## src/hw/rtl/fqir_pkg.sv

```systemverilog
package fqir_pkg;

  // Queue geometry
  localparam int DEPTH     = 16;
  localparam int MAX_BYTES = 8;
  localparam int PTR_W     = $clog2(DEPTH);
  localparam int CNT_W     = $clog2(DEPTH + 1);

  // Field widths
  localparam int DATA_W   = 64;
  localparam int TAG_W    = 8;
  localparam int INDEX_W  = 4;
  localparam int CMD_W    = 2;
  localparam int STATUS_W = 3;
  localparam int COUNT_W  = 5;
  localparam int EB_W     = 4;

  localparam int CMP_W = (CNT_W > INDEX_W) ? CNT_W : INDEX_W;
  localparam int SUM_W = ((PTR_W > INDEX_W) ? PTR_W : INDEX_W) + 1;

  // Stream packing
  localparam int IN_TDATA_W  = 80;
  localparam int IN_TUSER_W  = CMD_W;
  localparam int OUT_TDATA_W = 200;
  localparam int OUT_TUSER_W = STATUS_W;

  // Register port
  localparam int CFG_ADDR_W = 3;
  localparam int CFG_DATA_W = 32;
  localparam logic REG_ELEMENT_BYTES = 1'b0;   // word index, paddr[2]
  localparam logic [EB_W-1:0] EB_RESET = 4'd8;

  typedef logic [PTR_W-1:0]  ptr_t;
  typedef logic [CNT_W-1:0]  cnt_t;
  typedef logic [DATA_W-1:0] data_t;

  typedef enum logic [CMD_W-1:0] {
    CMD_PUSH  = 2'd0,
    CMD_POP   = 2'd1,
    CMD_READ  = 2'd2,
    CMD_CLEAR = 2'd3
  } cmd_t;

  typedef enum logic [STATUS_W-1:0] {
    STAT_OK    = 3'd0,
    STAT_SIZE  = 3'd1,
    STAT_EMPTY = 3'd2,
    STAT_RANGE = 3'd3,
    STAT_FULL  = 3'd4
  } status_t;

  typedef enum logic {
    ST_IDLE = 1'b0,
    ST_RESP = 1'b1
  } state_t;

  typedef struct packed {
    logic  we;
    ptr_t  waddr;
    data_t wdata;
    logic  re;
    ptr_t  raddr;
  } mem_req_t;

  // Ring pointer advance; off stays below DEPTH wherever the result is used.
  function automatic ptr_t ptr_add(ptr_t p, logic [INDEX_W-1:0] off);
    logic [SUM_W-1:0] s;
    s = SUM_W'(p) + SUM_W'(off);
    if (s >= SUM_W'(DEPTH)) begin
      s = s - SUM_W'(DEPTH);
    end
    return s[PTR_W-1:0];
  endfunction

  // Keep the low min(eb, MAX_BYTES) bytes, clear the rest.
  function automatic data_t size_mask(data_t d, logic [EB_W-1:0] eb);
    data_t m;
    m = '0;
    for (int i = 0; i < DATA_W / 8; i++) begin
      if ((i < int'(eb)) && (i < MAX_BYTES)) begin
        m[8*i +: 8] = 8'hFF;
      end
    end
    return d & m;
  endfunction

endpackage

```

## src/hw/rtl/fqir_store.sv

```systemverilog
module fqir_store
  import fqir_pkg::*;
(
  input  logic     clk,
  input  mem_req_t req,
  output data_t    rdata
);

  data_t mem [DEPTH];
  data_t rdata_r;

  always_ff @(posedge clk) begin
    if (req.we) begin
      mem[req.waddr] <= req.wdata;
    end
    if (req.re) begin
      rdata_r <= mem[req.raddr];
    end
  end

  assign rdata = rdata_r;

endmodule

```

## src/hw/rtl/fifo_queue_indexed_read.sv

```systemverilog
// FIFO queue with indexed read, 16 elements of up to 8 bytes in a ring store.
// Input words (in_*) carry one command each: push, pop, read at an index
// counted from the head, or clear. Every command yields exactly one result
// word (out_*) with a status, the element read, the front and back elements,
// the element count and an empty flag.
// The accept cycle updates the pointers and issues at most one slot-store
// access; the response stage then takes the registered read data into the
// output register. A new command is accepted only after the previous one
// has left the response stage.
// The output register holds a finished result while the receiver stalls;
// the next command is still taken and waits in the response stage until the
// output register frees up, so in_tready drops only for that stage.
// Reset (rst_n low, synchronous) empties the queue, zeroes both pointers and
// sets element_bytes to 8. The slot store itself is not cleared; only
// written slots are ever read. Write element_bytes over the APB port at
// address 0 only while no command is in flight.
module fifo_queue_indexed_read
  import fqir_pkg::*;
(
  input  logic                   clk,
  input  logic                   rst_n,
  // tdata: push_data[63:0], elem_bytes[71:64], index[75:72], zero pad
  input  logic [IN_TDATA_W-1:0]  in_tdata,
  // tuser: cmd[1:0]
  input  logic [IN_TUSER_W-1:0]  in_tuser,
  input  logic                   in_tvalid,
  output logic                   in_tready,
  // tdata: read_data[63:0], front_data[127:64], back_data[191:128],
  //        count[196:192], is_empty[197], zero pad
  output logic [OUT_TDATA_W-1:0] out_tdata,
  // tuser: status[2:0]
  output logic [OUT_TUSER_W-1:0] out_tuser,
  output logic                   out_tvalid,
  input  logic                   out_tready,
  input  logic                   cfg_psel,
  input  logic                   cfg_penable,
  input  logic                   cfg_pwrite,
  input  logic [CFG_ADDR_W-1:0]  cfg_paddr,
  input  logic [CFG_DATA_W-1:0]  cfg_pwdata,
  output logic [CFG_DATA_W-1:0]  cfg_prdata,
  output logic                   cfg_pready
);

  // Queue state
  state_t state_r, state_nxt;
  ptr_t   head_r, head_nxt;
  ptr_t   tail_r, tail_nxt;
  cnt_t   cnt_r, cnt_nxt;
  data_t  front_r, front_nxt;
  data_t  back_r, back_nxt;
  logic [EB_W-1:0] eb_r, eb_nxt;

  // Response stage: what the accept cycle decided
  status_t pend_status_r, pend_status_nxt;
  logic    pend_rd_r, pend_rd_nxt;     // read at index hit, take store data
  logic    pend_pop_r, pend_pop_nxt;   // pop left elements, refetch front

  // Output register
  logic    out_valid_r, out_valid_nxt;
  status_t out_status_r, out_status_nxt;
  data_t   out_read_r, out_read_nxt;
  data_t   out_front_r, out_front_nxt;
  data_t   out_back_r, out_back_nxt;
  logic [COUNT_W-1:0] out_count_r, out_count_nxt;
  logic    out_empty_r, out_empty_nxt;

  mem_req_t mem_req;
  data_t    mem_rdata;

  // Input word fields
  cmd_t              in_cmd;
  data_t             in_push_data;
  logic [TAG_W-1:0]  in_elem_bytes;
  logic [INDEX_W-1:0] in_index;

  logic  in_fire;
  logic  out_load;
  logic  cfg_wr;
  data_t push_val;
  data_t front_val;

  assign in_cmd        = cmd_t'(in_tuser[CMD_W-1:0]);
  assign in_push_data  = in_tdata[DATA_W-1:0];
  assign in_elem_bytes = in_tdata[DATA_W +: TAG_W];
  assign in_index      = in_tdata[DATA_W+TAG_W +: INDEX_W];

  // One command in the response stage at a time; the store access of the
  // next command never overlaps the data still being consumed.
  assign in_tready = (state_r == ST_IDLE);
  assign in_fire   = in_tvalid && in_tready;
  assign out_load  = (state_r == ST_RESP) && (!out_valid_r || out_tready);
  assign push_val  = size_mask(in_push_data, eb_r);
  assign front_val = pend_pop_r ? mem_rdata : front_r;

  assign cfg_pready = 1'b1;
  assign cfg_wr     = cfg_psel && cfg_penable && cfg_pwrite && cfg_pready;
  assign cfg_prdata = (cfg_paddr[2] == REG_ELEMENT_BYTES) ? CFG_DATA_W'(eb_r) : '0;

  always_comb begin
    state_nxt       = state_r;
    head_nxt        = head_r;
    tail_nxt        = tail_r;
    cnt_nxt         = cnt_r;
    front_nxt       = front_r;
    back_nxt        = back_r;
    eb_nxt          = eb_r;
    pend_status_nxt = pend_status_r;
    pend_rd_nxt     = pend_rd_r;
    pend_pop_nxt    = pend_pop_r;
    out_valid_nxt   = out_valid_r;
    out_status_nxt  = out_status_r;
    out_read_nxt    = out_read_r;
    out_front_nxt   = out_front_r;
    out_back_nxt    = out_back_r;
    out_count_nxt   = out_count_r;
    out_empty_nxt   = out_empty_r;
    mem_req         = '0;

    if (cfg_wr && (cfg_paddr[2] == REG_ELEMENT_BYTES)) begin
      eb_nxt = cfg_pwdata[EB_W-1:0];
    end

    // Accept: update pointers and count, issue at most one store access
    if (in_fire) begin
      state_nxt       = ST_RESP;
      pend_status_nxt = STAT_OK;
      pend_rd_nxt     = 1'b0;
      pend_pop_nxt    = 1'b0;
      unique case (in_cmd)
        CMD_PUSH: begin
          if (in_elem_bytes != TAG_W'(eb_r)) begin
            pend_status_nxt = STAT_SIZE;
          end else if (cnt_r == CNT_W'(DEPTH)) begin
            pend_status_nxt = STAT_FULL;
          end else begin
            mem_req.we    = 1'b1;
            mem_req.waddr = tail_r;
            mem_req.wdata = push_val;
            tail_nxt      = ptr_add(tail_r, INDEX_W'(1));
            cnt_nxt       = cnt_r + 1'b1;
            back_nxt      = push_val;
            if (cnt_r == '0) begin
              front_nxt = push_val;
            end
          end
        end
        CMD_POP: begin
          if (cnt_r == '0) begin
            pend_status_nxt = STAT_EMPTY;
          end else if (cnt_r == CNT_W'(1)) begin
            // last element gone: rewind both pointers
            cnt_nxt  = '0;
            head_nxt = '0;
            tail_nxt = '0;
          end else begin
            cnt_nxt       = cnt_r - 1'b1;
            head_nxt      = ptr_add(head_r, INDEX_W'(1));
            mem_req.re    = 1'b1;
            mem_req.raddr = head_nxt;
            pend_pop_nxt  = 1'b1;
          end
        end
        CMD_READ: begin
          if (cnt_r == '0) begin
            pend_status_nxt = STAT_EMPTY;
          end else if (in_elem_bytes < TAG_W'(eb_r)) begin
            pend_status_nxt = STAT_SIZE;
          end else if (CMP_W'(in_index) >= CMP_W'(cnt_r)) begin
            pend_status_nxt = STAT_RANGE;
          end else begin
            mem_req.re    = 1'b1;
            mem_req.raddr = ptr_add(head_r, in_index);
            pend_rd_nxt   = 1'b1;
          end
        end
        CMD_CLEAR: begin
          cnt_nxt  = '0;
          head_nxt = '0;
          tail_nxt = '0;
        end
        default: begin
          pend_status_nxt = STAT_OK;
        end
      endcase
    end

    // Drain the output register when taken
    if (out_valid_r && out_tready) begin
      out_valid_nxt = 1'b0;
    end

    // Response: fold in the store data and load the output register
    if (out_load) begin
      state_nxt      = ST_IDLE;
      front_nxt      = front_val;
      out_valid_nxt  = 1'b1;
      out_status_nxt = pend_status_r;
      out_read_nxt   = pend_rd_r ? mem_rdata : '0;
      out_front_nxt  = (cnt_r != '0) ? front_val : '0;
      out_back_nxt   = (cnt_r != '0) ? back_r : '0;
      out_count_nxt  = COUNT_W'(cnt_r);
      out_empty_nxt  = (cnt_r == '0);
    end
  end

  always_ff @(posedge clk) begin
    if (!rst_n) begin
      state_r     <= ST_IDLE;
      head_r      <= '0;
      tail_r      <= '0;
      cnt_r       <= '0;
      eb_r        <= EB_RESET;
      out_valid_r <= 1'b0;
    end else begin
      state_r     <= state_nxt;
      head_r      <= head_nxt;
      tail_r      <= tail_nxt;
      cnt_r       <= cnt_nxt;
      eb_r        <= eb_nxt;
      out_valid_r <= out_valid_nxt;
    end
  end

  always_ff @(posedge clk) begin
    front_r       <= front_nxt;
    back_r        <= back_nxt;
    pend_status_r <= pend_status_nxt;
    pend_rd_r     <= pend_rd_nxt;
    pend_pop_r    <= pend_pop_nxt;
    out_status_r  <= out_status_nxt;
    out_read_r    <= out_read_nxt;
    out_front_r   <= out_front_nxt;
    out_back_r    <= out_back_nxt;
    out_count_r   <= out_count_nxt;
    out_empty_r   <= out_empty_nxt;
  end

  fqir_store u_store (
    .clk   (clk),
    .req   (mem_req),
    .rdata (mem_rdata)
  );

  assign out_tvalid = out_valid_r;
  assign out_tuser  = out_status_r;
  assign out_tdata  = {2'b00, out_empty_r, out_count_r, out_back_r, out_front_r, out_read_r};

endmodule

```

## config.mk

```make
export PLATFORM = sky130hd
export DESIGN_NAME = fifo_queue_indexed_read
export DESIGN_NICKNAME = d
export VERILOG_FILES = /design/src/hw/rtl/fqir_pkg.sv /design/src/hw/rtl/fqir_store.sv /design/src/hw/rtl/fifo_queue_indexed_read.sv
export SDC_FILE = /design/constraint.sdc
export NUM_CORES = 2
export LEC_CHECK = 0
export ABC_CLOCK_PERIOD_IN_PS = 10000
export BUFFER_PORTS_ARGS = -buffer_cell sky130_fd_sc_hd__buf_2
export CAP_MARGIN = 20
export CORE_MARGIN = 2
export CORE_UTILIZATION = 55
export DETAILED_ROUTE_END_ITERATION = 12
export GPL_TIMING_DRIVEN = 0
export PLACE_DENSITY_LB_ADDON = 0.12
export SLEW_MARGIN = 20
export SYNTH_ARGS = -nofsm -noshare
export SYNTH_HDL_FRONTEND = slang
export SYNTH_SLANG_ARGS = --single-unit
```

## constraint.sdc

```tcl
create_clock -name clk -period 10 [get_ports clk]
set_clock_uncertainty 0.15 [all_clocks]
set_input_delay 1 -clock clk [delete_from_list [all_inputs] [get_ports clk]]
set_output_delay 1 -clock clk [all_outputs]
set_load 0.1 [all_outputs]
```

==> run summary <==
GR Util All Layers: 31.3%
Initial Util: 55.3%
Max Slew Vio Count: 0
Largest net degree at the start of global routing: 47
Crit path time final: 5.38 ns
Max FO, Critical Path: 10
Initial antenna violation count: 10
Routed wire length per instance: 28.4 um
Synth Cell Area: 59,000 um2
Peak VDD IR: 0.000113 V
Synth Instances: 4,046
Worst-Margin Slew: 1.26 ns
Tcrit/Tclk final: 53.8%
Core area: 107,000 um2
Vias per cell: 6.40
CTS sink cnt: 1,441
Register area share after synthesis: 73.0%
Main synth FF type: edfxtp_1
Root Buffer Master: clkbuf_16
CTS buffer count: 147
Clk_lat worst skew: 0.75 ns
Library cells used by synthesis: 65
TritonCTS clock tree: built
Status: finished clean
DRT iter0 DRCs: 5,350
Data required, critical path: 10.28 ns
Synth Area in Simple Gates: 6.74%
Final #Nets: 4,757
Dpl hpwl: 120,000 um
Dpl cells: 5,864
IO Pins: 362
Largest cells by area after synthesis: edfxtp_1 (72%), a21oi_1 (3.4%), o21ai_0 (2.8%)
# rows: 120
Largest family of logic cells by synthesized area: compound AO/OA/AOI/OAI gates
Crit path cell chain: inv_1 -> ha_1 -> nand4_1 -> nor2_1 -> nand3_1 -> or2_2 -> inv_1 -> clkbuf_2 -> nand3_1 -> nor3_2 -> buf_4 -> buf_4 -> buf_4 -> buf_4
Grt ovf: 0
Headroom to the max-slew limit: 16.3%
Synth Area in Compound Gates: 14.3%
Register bit total from synthesis: 1,441
Post-route antenna net violation count: 0
Synth Area in XOR/XNOR: 0.0594%
Startpoint types: flip-flop
Area leader, netlist: edfxtp_1
Slowest cell on the critical path: nor3_2
Cts hold-fix bufs: 0
Crit path largest cell delay: 0.62 ns
DP Area: 63,900 um2
Post-Synth Adder-Cell Area: 0.479%
Setup violators final: 0
WL final: 174,000 um
Number of setup buffers added after CTS: 0
Overall die area: 110,000 um2
Crit path DAT: 5.66 ns
Global-route wire length before repair: 252,000 um
Post-CTS Resized: 0
CTS HTree Levels: 4
Area grow syn2layout: 15.9%
Fin. Hold Viols: 0
Post-synthesis mux area share: 2.24%
CP most frequent cell: buf_4
GPL Wtd Cong: 0.861
IO Port Bufs: 296
Critical Path End Type: flip-flop
Warnings, synthesis: 0
Fmax: 186 MHz
Commonest non-fill, non-tap cell in the layout: edfxtp_1
Ys async rst share: 0%
Layout cells sized above 1: 15.9%
Max-cap violations: 0
Power per cell area: 193 nW/um2
Synth top area share: 72.4%
Clock buffer depth: 3
Mean Syn Cell Area: 14.6 um2
Worst hold path class: reg -> reg
TritonRoute pass-1 iters: 6
Via Count: 39,217
CTS clk-pin slew, worst paths: 0.06 ns
# DRC: 0
WS Path Type: reg -> reg
Die height: 332 um
Post-synth EDFFs: 1,422
Final Instance Area: 68,400 um2
Vias in the first global route: 38,078
Non-filler cells in the finished layout: 6,128
Lkg Pwr: 22.5 nW
Most frequent cells in the layout: edfxtp_1 (1,422), a21oi_1 (403), buf_2 (354), o21ai_0 (326), clkbuf_1 (284)
Chip width: 332 um
Unrepaired setup endpoints after global routing: false
[final timing paths]
check                             start                            to  slack, ns  cells after the start
max                eb_r[3]$_SDFFE_PN1P_  u_store.mem[9][27]$_DFFE_PP_       4.62                     14
min          pend_status_r[0]$_DFFE_PP_        out_tuser[0]$_DFFE_PP_       0.27                      0
max reg2reg        eb_r[3]$_SDFFE_PN1P_  u_store.mem[9][27]$_DFFE_PP_       4.62                     14
min reg2reg  pend_status_r[0]$_DFFE_PP_        out_tuser[0]$_DFFE_PP_       0.27                      0
[synthesized netlist by cell type, types with 6 or more instances]
cell      instances
a211oi_1        133
nor2b_1          10
ha_1             21
nor3_1            9
mux2i_1         132
nand3_1         266
o31ai_1         128
and2_1          260
nand2b_1          6
o21ai_0         327
buf_6            16
clkbuf_1        266
o221a_1         107
dfxtp_1          19
buf_1            17
inv_1            20
buf_4            34
o221a_2          21
o32ai_1         128
buf_2            57
nand2_1          70
nor2_1          108
edfxtp_1       1422
a21oi_1         403
[report_power, final]
| group | switching [mW] | leakage [nW] | internal, mW |
|---|---|---|---|
| clock network | 2.23 | 2.17 | 2.94 |
| registers | 0.0298 | 12.0 | 6.69 |
| logic | 1.01 | 8.26 | 0.273 |
[critical path: cells and delay by family (launching register included)]
family,cells,cell delay (ns)
adders and majority gates,1,0.40
and+or+nand+nor,6,1.85
DFF,1,0.59
buffers and inverters,7,2.02
[per-layer routing]
| layer | part of all wire [%] | track usage, % |
|---|---|---|
| met5 | 0.024 | 0 |
| met4 | 3.8 | 11.9 |
| met3 | 12 | 8.03 |
| met2 | 46 | 48.3 |
| met1 | 39 | 42.9 |
[logic make-up (layout without fill, tap and decap cells)]
logic type | count (synthesis) | after routing
and+or+nand+nor | 755 | 755
xor gates and xnor gates | 4 | 4
DFF | 1441 | 1441
buffers and inverters | 414 | 1060
AOI/OAI and AO/OA | 1276 | 1276
other | 2 | 35
adders and majority gates | 22 | 22
muxes | 132 | 132
[registers in the layout (all words and copies together), names as in the netlist, 5 cells and up]
register	count
u_store.rdata	64
u_store.mem	1024
out_back_r	64
back_r	64
out_front_r	64
out_count_r	5
out_read_r	64
front_r	64
cnt_r	5
[through the flow]
stage	power (mW)	setup TNS (ns)	util (%)	setup WS, ns	hold WS, ns
after global routing	13.5	0	64.0	4.39	0.279
after global placement	8.10	-1150.62	58.4	-2.82	0.255
after floorplan	7.77	0	-	2.03	0.250
after detailed placement	8.12	0	59.8	4.42	0.257
final	13.2	0	64.0	4.62	0.272
after CTS	13.2	0	64.0	4.65	0.270
[layout make-up]
cell class,instances,area [um2]
antenna,4,10.0
buffer,391,1820
clock buffer,196,4060
clock inverter,63,394
fill,7839,38400
inverter,23,86.3
multi-input combinational,2220,14300
sequential,1441,43100
tap,1403,1760
timing repair buffer,387,2880
Note: power is estimated with default switching activity, not from simulation.
